$ cat config.mk
export PLATFORM = sky130hd
export DESIGN_NAME = skt_ctrl
export DESIGN_NICKNAME = d
export VERILOG_FILES = /design/src/hdl/sorted_key_table_lookup_insert_macros.svh /design/src/hdl/skt_pkg.sv /design/src/hdl/skt_ctrl.sv
export SDC_FILE = /design/constraint.sdc
export NUM_CORES = 1
export LEC_CHECK = 0
export ABC_AREA = 1
export BUFFER_PORTS_ARGS = -buffer_cell sky130_fd_sc_hd__buf_2
export CORE_AREA = 2 2 39 41
export DETAILED_ROUTE_END_ITERATION = 6
export DIE_AREA = 0 0 41 43
export HOLD_SLACK_MARGIN = 0.03
export SYNTH_ARGS = -nofsm -noshare
export SYNTH_HDL_FRONTEND = slang
export SYNTH_SLANG_ARGS = --single-unit
$ cat constraint.sdc
create_clock -name clk_i -period 2 [get_ports clk_i]
set_clock_uncertainty 0.15 [all_clocks]
set_input_delay 0.3 -clock clk_i [delete_from_list [all_inputs] [get_ports clk_i]]
set_output_delay 0.3 -clock clk_i [all_outputs]
set_load 0.02 [all_outputs]
$ cat src/hdl/sorted_key_table_lookup_insert_macros.svh
// assertion macros for the sorted key table
`ifndef SORTED_KEY_TABLE_LOOKUP_INSERT_MACROS_SVH
`define SORTED_KEY_TABLE_LOOKUP_INSERT_MACROS_SVH

// same-cycle implication, clocked on clk_i, off during reset
`define SKT_ASSERT_NOW(name, ante, cons, msg) \
  name: assert property (@(posedge clk_i) disable iff (!rst_ni) (ante) |-> (cons)) \
    else $error(msg);

// next-cycle implication, clocked on clk_i, off during reset
`define SKT_ASSERT_NEXT(name, ante, cons, msg) \
  name: assert property (@(posedge clk_i) disable iff (!rst_ni) (ante) |=> (cons)) \
    else $error(msg);

`endif

$ cat src/hdl/skt_pkg.sv
// shared constants, result codes and control structs of the sorted key table
package skt_pkg;

  localparam int unsigned CAPACITY_DEF    = 1024;
  localparam int unsigned PAGE_BITS_DEF   = 32;
  localparam int unsigned BUFFER_BITS_DEF = 8;

  localparam int unsigned IN_PAGE_W   = 32;
  localparam int unsigned IN_BUF_W    = 8;
  localparam int unsigned STATUS_W    = 2;
  localparam int unsigned POS_W       = 11;
  localparam int unsigned REF_W       = 10;
  localparam int unsigned S_TDATA_W   = 40;
  localparam int unsigned M_TDATA_W   = 24;
  localparam int unsigned M_TDATA_PAD = M_TDATA_W - POS_W - REF_W;

  localparam logic [STATUS_W-1:0] STATUS_FOUND    = 2'd0;
  localparam logic [STATUS_W-1:0] STATUS_INSERTED = 2'd1;
  localparam logic [STATUS_W-1:0] STATUS_MISSING  = 2'd2;
  localparam logic [STATUS_W-1:0] STATUS_FULL     = 2'd3;

  localparam logic KIND_LOOKUP = 1'b0;

  typedef struct packed {
    logic load;
    logic search_rd;
    logic compare;
    logic shift_start;
    logic shift_step;
    logic insert;
    logic publish;
  } dp_cmd_t;

  typedef struct packed {
    logic range_open;
    logic hit;
    logic kind;
    logic full;
    logic shift_needed;
    logic shift_more;
  } dp_sts_t;

endpackage

$ cat src/hdl/skt_ctrl.sv
// request sequencer: search, resolve, shift and insert, result hand-off
module skt_ctrl (
  input  logic             clk_i,
  input  logic             rst_ni,
  input  logic             s_valid_i,
  output logic             s_ready_o,
  output logic             m_valid_o,
  input  logic             m_ready_i,
  input  skt_pkg::dp_sts_t sts_i,
  output skt_pkg::dp_cmd_t cmd_o
);

  localparam logic [2:0] ST_IDLE    = 3'd0;
  localparam logic [2:0] ST_SEARCH  = 3'd1;
  localparam logic [2:0] ST_COMPARE = 3'd2;
  localparam logic [2:0] ST_RESOLVE = 3'd3;
  localparam logic [2:0] ST_SHIFT   = 3'd4;
  localparam logic [2:0] ST_WRITE   = 3'd5;

  logic [2:0] state_d, state_q;
  logic       out_valid_d, out_valid_q;
  logic       slot_free;

  assign slot_free = !out_valid_q || m_ready_i;
  assign s_ready_o = (state_q == ST_IDLE);
  assign m_valid_o = out_valid_q;

  always_comb begin
    cmd_o   = '0;
    state_d = state_q;
    unique case (state_q)
      ST_IDLE: begin
        if (s_valid_i) begin
          cmd_o.load = 1'b1;
          state_d    = ST_SEARCH;
        end
      end
      ST_SEARCH: begin
        if (sts_i.range_open) begin
          cmd_o.search_rd = 1'b1;
          state_d         = ST_COMPARE;
        end else begin
          state_d = ST_RESOLVE;
        end
      end
      ST_COMPARE: begin
        cmd_o.compare = 1'b1;
        state_d       = ST_SEARCH;
      end
      ST_RESOLVE: begin
        if (sts_i.hit || (sts_i.kind == skt_pkg::KIND_LOOKUP) || sts_i.full) begin
          if (slot_free) begin
            cmd_o.publish = 1'b1;
            state_d       = ST_IDLE;
          end
        end else if (sts_i.shift_needed) begin
          cmd_o.shift_start = 1'b1;
          state_d           = ST_SHIFT;
        end else begin
          state_d = ST_WRITE;
        end
      end
      ST_SHIFT: begin
        cmd_o.shift_step = 1'b1;
        if (!sts_i.shift_more) begin
          state_d = ST_WRITE;
        end
      end
      ST_WRITE: begin
        if (slot_free) begin
          cmd_o.insert  = 1'b1;
          cmd_o.publish = 1'b1;
          state_d       = ST_IDLE;
        end
      end
      default: begin
        state_d = ST_IDLE;
      end
    endcase
  end

  always_comb begin
    out_valid_d = out_valid_q;
    if (cmd_o.publish) begin
      out_valid_d = 1'b1;
    end else if (m_ready_i) begin
      out_valid_d = 1'b0;
    end
  end

  always_ff @(posedge clk_i or negedge rst_ni) begin
    if (!rst_ni) begin
      state_q     <= ST_IDLE;
      out_valid_q <= 1'b0;
    end else begin
      state_q     <= state_d;
      out_valid_q <= out_valid_d;
    end
  end

endmodule

# Yosys cells after proc, flatten, opt, wreduce, memory -nomap -nowiden

Cells that the tools add are included.

Register bits: 4
Input bits: 10
Word-level logic and storage cells: 40

Bitwise operators: 1
Equality and inequality tests: 7
Reduce and logical (&&, ||, !) cells: 7
Multiplexer cells: 23

Operators with widths:

| kind               | number |
|---|---|
| $pmux 3 s6         | 1 |
| $mux 1             | 16 |
| $mux 3             | 4 |
| $eq 3x2->1 const B | 2 |
| $eq 3x3->1 const B | 2 |
| $ne 2x2->1 const B | 2 |
| $eq 3x1->1 const B | 1 |
| $logic_not 3->1    | 1 |
| $logic_or 1x1->1   | 3 |
| $mux 2             | 1 |
| $pmux 1 s2         | 1 |
| $reduce_and 2->1   | 1 |
| $reduce_bool 2->1  | 1 |
| $logic_not 1->1    | 1 |
| $not 1->1          | 1 |

# Logic depth before layout (Yosys ltp)

Gate-level depths: netlist (run 1).

Depth after elaboration: 6
Mapped depth: 7
Depth with buffers taken out: 7

# Worst setup path before layout (run 1)

No wires, ideal clock.

Path kind: reg-to-output
Start point: register state_q[2]
End point: output port cmd_o[3] (netlist name)
Stages on the path, launching flop included: 4
Buffers on the path: 0
Required time: 1.550 ns
Arrival: 0.949 ns
Path slack: 0.601 ns
Cells stage by stage: dfrtp_1 nor2_2 nand2_1 nor2_1

RTL lines:

| item                     | RTL line       | source |
|---|---|---|
| start: declaration       | skt_ctrl.sv:20 | `logic [2:0] state_d, state_q;` |
| start signal: assignment | skt_ctrl.sv:96 | `state_q <= state_d;` |
| end: declaration         | skt_ctrl.sv:10 | `output skt_pkg::dp_cmd_t cmd_o` |

==> results of run 1 <==
[power by group]
| group | switching (µW) | internal [µW] | leakage, µW |
|---|---|---|---|
| sequential | 29.0 | 113 | 0.0000509 |
| clock | 35.2 | 67.3 | 0.0000138 |
| combinational | 197 | 101 | 0.000210 |
| total | 261 | 281 | 0.000275 |
[stage by stage]
stage | setup slack, ns | total power (µW) | instances | utilization (%)
finish | 0.257 | 542 | 86 | 31.6
global route | 0.160 | 596 | 86 | 31.6
CTS | 0.245 | 552 | 86 | 31.6
detailed placement | 0.511 | 443 | 82 | 29.2
global placement | 0.527 | 439 | 82 | 29.2
floorplan | 0.601 | 362 | 49 | -
[critical path: cells and delay by family, from the launching register on]
kind                   cells  cell delay (ns)
buffers and inverters      2             0.26
DFF                        1             0.38
and+or+nand+nor            2             0.27
AOI/OAI and AO/OA          1             0.14
[repair_timing]
action / CTS / global route
endpoints found under the hold margin: 4 / 0
buffers inserted: 0 / 0
hold buffers: 1 / 0
[metal layers]
| metal | part of all wire (%) | vias up | track usage [%] |
|---|---|---|---|
| met5 | 0 | - | 0 |
| met4 | 1.4 | 0 | 9.33 |
| met3 | 6.0 | 2 | 5.76 |
| met2 | 49 | 14 | 14.7 |
| met1 | 43 | 155 | 12.1 |
| li1 | - | 194 | - |
[cell families after synthesis]
logic type,Yosys count,share of synthesized area [%]
AO/OA/AOI/OAI,3,4.97
buffers and inverters,11,14.9
flip-flops,4,33.2
AND/OR/NAND/NOR,31,46.9
[cells in the mapped netlist]
master     n  area share, %
nor2_2     3            6.2
buf_4      1            2.5
nand3b_1   2            5.0
nand3_1    7             12
o21ai_0    1            1.7
dfrtp_1    4             33
inv_1     10             12
nor2_1     8             10
nor3_1     1            1.7
a21oi_1    1            1.7
o21ai_1    1            1.7
nand2_1   10             12
[flip-flops by register name, indices dropped and copies added, names as in the netlist]
signal	cells
state_q	3
m_valid_o	1
[cell type report]
class                           count  area, µm²  area share, %
Multi-Input combinational cell     34        156           35.8
Tap cell                           16       20.0           4.58
Clock buffer                        3       22.5           5.16
Inverter                           10       37.5           8.60
Sequential cell                     4        100           22.9
Timing Repair Buffer               19        100           22.9
[worst paths after layout]
check / startpoint / end / slack (ns) / cells past startpoint
setup / recovery: state_q[0] / cmd_o[0] / 0.26 / 5
hold / removal: sts_i[0] / state_q[0] / 0.19 / 4
setup reg to reg: state_q[0] / state_q[0] / 0.79 / 6
hold reg to reg: state_q[1] / state_q[1] / 0.51 / 3
max in group asynchronous: rst_ni / m_valid_o / 1.34 / 2
min in group asynchronous: rst_ni / state_q[1] / 0.25 / 2
[placed cells by master (no fill, tap or decap)]
cell           netlist  layout
a21oi_1              1       1
buf_2                0      18
clkbuf_4             0       3
dfrtp_1              4       4
dlygate4sd3_1        0       1
inv_1               10      10
nand2_1             10      10
nand3_1              7       7
nand3b_1             2       2
nor2_1               8       8
nor2_2               3       3
nor3_1               1       1
o21ai_0              1       1
o21ai_1              1       1
==> out/qor.csv, run 1 <==
metric;value;unit
outcome;finished clean;
ant_nets;0;
dpl.hpwl;596;µm
syn-num-nets;59;
firstDrtPassIters;4;
cp-end-kind;output port;
worst_ep_required_time;1.55;ns
fin_area;437;µm²
n_fill_cell;163;
crit_slowest_cell;dfrtp_1;
fin_nets;82;
syn2layout_area_growth;44.8;%
vias_per_cell;4.24;
ys_types;12;
antenna_found_initial;0;
fin_crit_sh;87.2;%
fmax;574;MHz
slew_violations;0;
core_region_area;1380;µm²
worstSetupPathType;reg2out;
crit_chain;inv_1, nor2_2, nand2_1, a21oi_1, buf_2;
hold_slack;0.190;ns
avgSynthCellArea;6.15;µm²
p_leak;0.000275;µW
synth-seq-cells;4;
synth_cells;49;
drive_gt1_share;34.3;%
die_x;41;µm
cts_tree;yes;
avgRoutedWirePerCell;8.28;µm
min_period;1.74;ns
slowest_delay;0.38;ns
cts_resized;0;
power_density;1240;nW/µm²
path_clk_slew;0.04;ns
gp_congestion;0.798;
setup.worst_path.start_class;flop;
yosys_warnings;0;
track_usage;11.0;%
final_hold_viol_count;0;
cts_buffers;3;
ios;19;
setup_violations;0;
start_util;21.8;%
cts.path.max_buffers;2;
seq_area_frac_synth;33.2;%
vias;365;
die_h;43;µm
grt-ovfl-total;0;
grt_max_degree;8;
relSlewSlack;86.1;%
holdCritPathClass;in2reg;
wl;712;µm
die_area;1760;µm²
grt_pass1_vias;346;
syn_area;302;µm²
crit_fanout;4;
critPathArrivalTime;1.29;ns
first_iter_violations;3;
grt_pass1_wl;1260;µm
place_area;404;µm²
antenna_cells;0;
htreeDepth;1;
clkLatencyLatePin;0.24;ns
ir_worst_vdd;0.495;mV
root_buffer;clkbuf_4;
rsz0062_at_grt;no;
drc;0;
rows;14;
tns;0;ns
clkSinkCount;4;
io_buffers;18;
max-cap-violations;0;
worst_slew_pin_slew;0.209;ns
(Power assumes the default switching activity.)
==> inputs of run 2 (changes only) <==
Settings changed: PLACE_DENSITY set to 0.51.
==> out/qor.csv, run 2 (same netlist as run 1, synthesis figures left out) <==
metric;value;unit;change
n_fill_cell;155;;-4.9%
fin_crit_sh;85.9;%;-1.2 points
worstSetupPathType;reg2out;;
total_power;537;µW;-0.95%
max-cap-violations;0;;unchanged
tns;0;ns;unchanged
start_util;21.8;%;unchanged
post_cts_buffers;0;;unchanged
relSlewSlack;86.4;%;+0.38 points
final_common_cell;buf_2;;
worst_ep_required_time;1.55;ns;about the same
antenna_found_initial;0;;unchanged
crit_buf_inv;2;;unchanged
grt_pass1_wl;1060;µm;-16%
gp_congestion;0.722;;-9.6%
critPathTopFamily;flip-flops;;
cts.path.max_buffers;2;;unchanged
crit_slowest_cell;dfrtp_1;;
die_area;1760;µm²;unchanged
path_clk_slew;0.04;ns;about the same
htreeDepth;1;;unchanged
drive_gt1_share;34.3;%;unchanged
wl;689;µm;-3.2%
worst_slew_pin_slew;0.204;ns;-0.00566 ns
largest_reg_flops;3;;unchanged
setup_violations;0;;unchanged
power_density;1230;nW/µm²;-0.95%
rsz0062_at_grt;no;;
die_x;41;µm;unchanged
root_buffer;clkbuf_4;;
vias_per_cell;4.10;;-3.3%
min_period;1.72;ns;-0.0243 ns
ir_worst_vdd;0.382;mV;-23%
first_iter_violations;7;;+4
dpl.hpwl;566;µm;-5.0%
clkSinkCount;4;;unchanged
outcome;finished clean;;
slowest_delay;0.37;ns;about the same
fin_cells;86;;unchanged
antenna_cells;0;;unchanged
syn2layout_area_growth;44.8;%;unchanged
track_usage;9.68;%;-1.3 points
cp-end-kind;output port;;
grt_pass1_vias;287;;-17%
top_register;state_q;;
io_buffers;18;;unchanged
ant_nets;0;;unchanged
grt-ovfl-total;0;;unchanged
final_hold_viol_count;0;;unchanged
grt_max_degree;8;;unchanged
crit_fanout;4;;unchanged
r2r_slack;0.82;ns;+0.03 ns
die_h;43;µm;unchanged
drc;0;;unchanged
place_inst;82;;unchanged
cts_hold_buf;1;;unchanged
p_leak;0.000275;µW;unchanged
ios;19;;unchanged
vias;353;;-3.3%
setup.worst_path.start_class;flop;;
fin_nets;82;;unchanged
slew_violations;0;;unchanged
cts_buffers;3;;unchanged
core_region_area;1380;µm²;unchanged
cts_resized;0;;unchanged
crit_chain;inv_1, nor2_2, nand2_1, a21oi_1, buf_2;;
avgRoutedWirePerCell;8.01;µm;-3.2%
critPathArrivalTime;1.27;ns;-0.02 ns
firstDrtPassIters;4;;unchanged
holdCritPathClass;in2reg;;
clkLatencyLatePin;0.24;ns;about the same
cts_tree;yes;;
fmax;582;MHz;+1.4%
mostFrequentLayoutCells;18 x buf_2, 10 x inv_1, 10 x nand2_1, 8 x nor2_1, 7 x nand3_1;;
rows;14;;unchanged
==> run 2: worst paths after layout <==
check	start	to	depth (start not counted)
max in group asynchronous	rst_ni	m_valid_o	2
max	state_q[0]	cmd_o[0]	5
max reg2reg	state_q[2]	state_q[0]	5
min in group asynchronous	rst_ni	state_q[0]	2
min	sts_i[0]	state_q[0]	4
min reg2reg	state_q[1]	state_q[1]	3
==> run 2: final cells by class <==
type / count / area, µm² / share of cell area [%]
Inverter: 10 / 37.5 / 8.60
Multi-Input combinational cell: 34 / 156 / 35.8
Sequential cell: 4 / 100 / 22.9
Timing Repair Buffer: 19 / 100 / 22.9
Tap cell: 16 / 20.0 / 4.58
Clock buffer: 3 / 22.5 / 5.16
==> run 2: worst register-to-register path, cell delays in order (launching register included) <==
cell,delay (ns)
dfrtp_1,0.44
inv_1,0.10
o21ai_1,0.13
nand3_1,0.09
nor2_1,0.12
nor2_1,0.05
==> run 2: stage by stage <==
| step | utilization [%] | area [µm²] | hold WS, ns | setup WS, ns |
|---|---|---|---|---|
| after global placement | 29.2 | 404 | -0.0365 | 0.504 |
| after floorplan | - | 302 | -0.146 | 0.601 |
| after detailed placement | 29.2 | 404 | -0.0416 | 0.521 |
| after CTS | 31.6 | 437 | 0.176 | 0.257 |
| final | 31.6 | 437 | 0.178 | 0.281 |
| after global routing | 31.6 | 437 | 0.216 | 0.148 |
==> run 2: per-layer routing <==
layer	GRT usage (%)	routed length, µm	vias to the layer above	part of all wire (%)
li1	-	-	194	-
met1	11.1	287	144	42
met2	11.3	331	13	48
met3	4.71	54	2	7.8
met4	11.3	16	0	2.3
met5	0	0	-	0
==> run 2: power breakdown <==
group	total (µW)	internal [µW]	switching, µW
sequential	138	113	25.4
combinational	297	101	196
clock	102	67.2	34.6
total	537	281	256
==> inputs of run 3 (changes only) <==
Settings changed: ABC_AREA 1 to 0, PLACE_DENSITY 0.51 to 0.52.
==> out/qor.csv, run 3 <==
metric;value;unit;change
fin_crit_sh;92.2;%;+6.3 points
syn_area;315;µm²;+4.6%
slew_violations;0;;unchanged
antenna_cells;0;;unchanged
startpoint;state_q[2];;
ys_types;23;;+11
final_common_cell;buf_2;;
relSlewSlack;76.9;%;-9.5 points
largest_reg_flops;3;;unchanged
syn-num-nets;43;;-27%
top_register;state_q;;
root_buffer;clkbuf_4;;
grt_pass1_wl;1100;µm;+4.0%
place_area;409;µm²;+1.2%
first_iter_violations;3;;-4
reg2reg_from;state_q[1];;
worstSetupPathType;reg2out;;
yosys-top-cells-area;dfrtp_1 32%, nor3b_1 7.1%, nor2b_1 6.0%;;
grt_max_degree;11;;+3
wl;743;µm;+7.8%
r2r_cells;3;;-2
fmax;542;MHz;-6.8%
crit_chain;nor2b_1, a21oi_1, nor2_1, buf_2;;
total_power;565;µW;+5.1%
setup_violations;0;;unchanged
fin_area;442;µm²;+1.1%
cts_resized;0;;unchanged
cp-end-kind;output port;;
min_period;1.84;ns;+0.125 ns
grt_pass1_vias;268;;-6.6%
critPathTopFamily;flip-flops;;
die_x;41;µm;unchanged
antenna_found_initial;0;;unchanged
yosysTopAreaCell;dfrtp_1;;
synth_most_common_cell;dfrtp_1;;
slowest_delay;0.46;ns;+0.09 ns
crit_cells;4;;-1
synth_cells;33;;-33%
path_clk_slew;0.04;ns;about the same
synth_edf_count;0;;unchanged
crit_slowest_cell;dfrtp_1;;
vias;331;;-6.2%
vias_per_cell;4.80;;+17%
core_region_area;1380;µm²;unchanged
r2r_slack;0.58;ns;-0.24 ns
tns;0;ns;unchanged
gp_congestion;0.738;;+2.3%
clkSinkCount;4;;unchanged
power_density;1280;nW/µm²;+3.9%
crit_fanout;10;;+6
ant_nets;0;;unchanged
final_hold_viol_count;0;;unchanged
p_leak;0.000230;µW;-16%
cts_buffers;3;;unchanged
avgRoutedWirePerCell;10.8;µm;+34%
setup.worst_path.start_class;flop;;
htreeDepth;1;;unchanged
synthFlopType;dfrtp_1;;
yosysTopAreaCellShare;31.7;%;-1.4 points
ir_worst_vdd;0.492;mV;+29%
die_area;1760;µm²;unchanged
fin_nets;65;;-21%
critPathCapture;cmd_o[0];;
async_flop_share;100;%;unchanged
seq_area_frac_synth;31.7;%;-1.4 points
cts_tree;yes;;
worst_slew_pin_slew;0.345;ns;+0.142 ns
die_h;43;µm;unchanged
firstDrtPassIters;4;;unchanged
n_fill_cell;153;;-1.3%
clkLatencyLatePin;0.24;ns;about the same
max-cap-violations;0;;unchanged
io_buffers;18;;unchanged
yosys_warnings;0;;unchanged
worst_ep_required_time;1.55;ns;about the same
track_usage;9.75;%;+0.071 points
syn2layout_area_growth;40.1;%;
rows;14;;unchanged
avgSynthCellArea;9.55;µm²;+55%
start_util;22.8;%;+0.99 points
dpl.hpwl;589;µm;+4.0%
drc;0;;unchanged
r2r-end;state_q[0];;
yosys-top-cells-count;4 x dfrtp_1, 3 x nor2b_1, 3 x nor3b_1;;
critPathArrivalTime;1.39;ns;+0.12 ns
ios;19;;unchanged
drive_gt1_share;47.2;%;+13 points
cts.path.max_buffers;2;;unchanged
outcome;finished clean;;
mostFrequentLayoutCells;18 x buf_2, 4 x dfrtp_1, 3 x nor3b_1, 3 x nor2b_1, 3 x clkbuf_4;;
crit_buf_inv;1;;-1
rsz0062_at_grt;no;;
holdCritPathClass;in2async;;
synth-seq-cells;4;;unchanged
grt-ovfl-total;0;;unchanged
run 3: cell families (layout without fill, tap and decap cells):
family                 Yosys count  after routing  synth area share (%)
DFF                              4              4                  31.7
buffers and inverters            4             24                  8.73
and+or+nand+nor                 16             16                  36.5
AOI/OAI and AO/OA                8              8                  19.8
muxes                            1              1                  3.17
run 3: cell type report:
type	instances	area [µm²]	share of cell area [%]
Tap cell	16	20.0	4.53
Multi-Input combinational cell	25	188	42.5
Clock buffer	3	22.5	5.10
Inverter	1	3.75	0.850
Timing Repair Buffer	20	108	24.4
Sequential cell	4	100	22.7
run 3: per-stage QoR:
stage	util [%]	cells	hold slack, ns	worst slack, ns
after floorplan	-	33	-0.146	0.198
after global placement	29.6	65	-0.0431	0.385
after detailed placement	29.6	65	-0.0399	0.373
after CTS	31.9	69	0.240	0.149
after global routing	31.9	69	0.248	0.0695
final	31.9	69	0.240	0.156
run 3: per-layer routing:
metal | vias up | wire [µm] | GRT usage, %
met4 | 0 | 0 | 4.00
met1 | 144 | 345 | 12.6
met2 | 19 | 317 | 12.5
met5 | - | 0 | 0
li1 | 168 | - | -
met3 | 0 | 80 | 6.28
run 3: what timing repair did:
item                                   CTS  global route
setup buffers                            0             0
endpoints found under the hold margin    4             0
hold buffers                             1             0
run 3: power breakdown:
group,total (µW),internal (µW),leakage [µW],switching (µW)
clock,102,67.2,0.0000138,34.3
sequential,153,111,0.0000512,41.5
combinational,310,128,0.000165,182
total,565,307,0.000230,258
run 3: worst min-delay path by stage:
stage	end	slack, ns	cells past startpoint
floorplan	m_valid_o	-0.15	0
global placement	m_valid_o	-0.04	1
detailed placement	m_valid_o	-0.04	1
CTS	m_valid_o	0.24	2
global route	m_valid_o	0.25	2
finish	m_valid_o	0.24	2
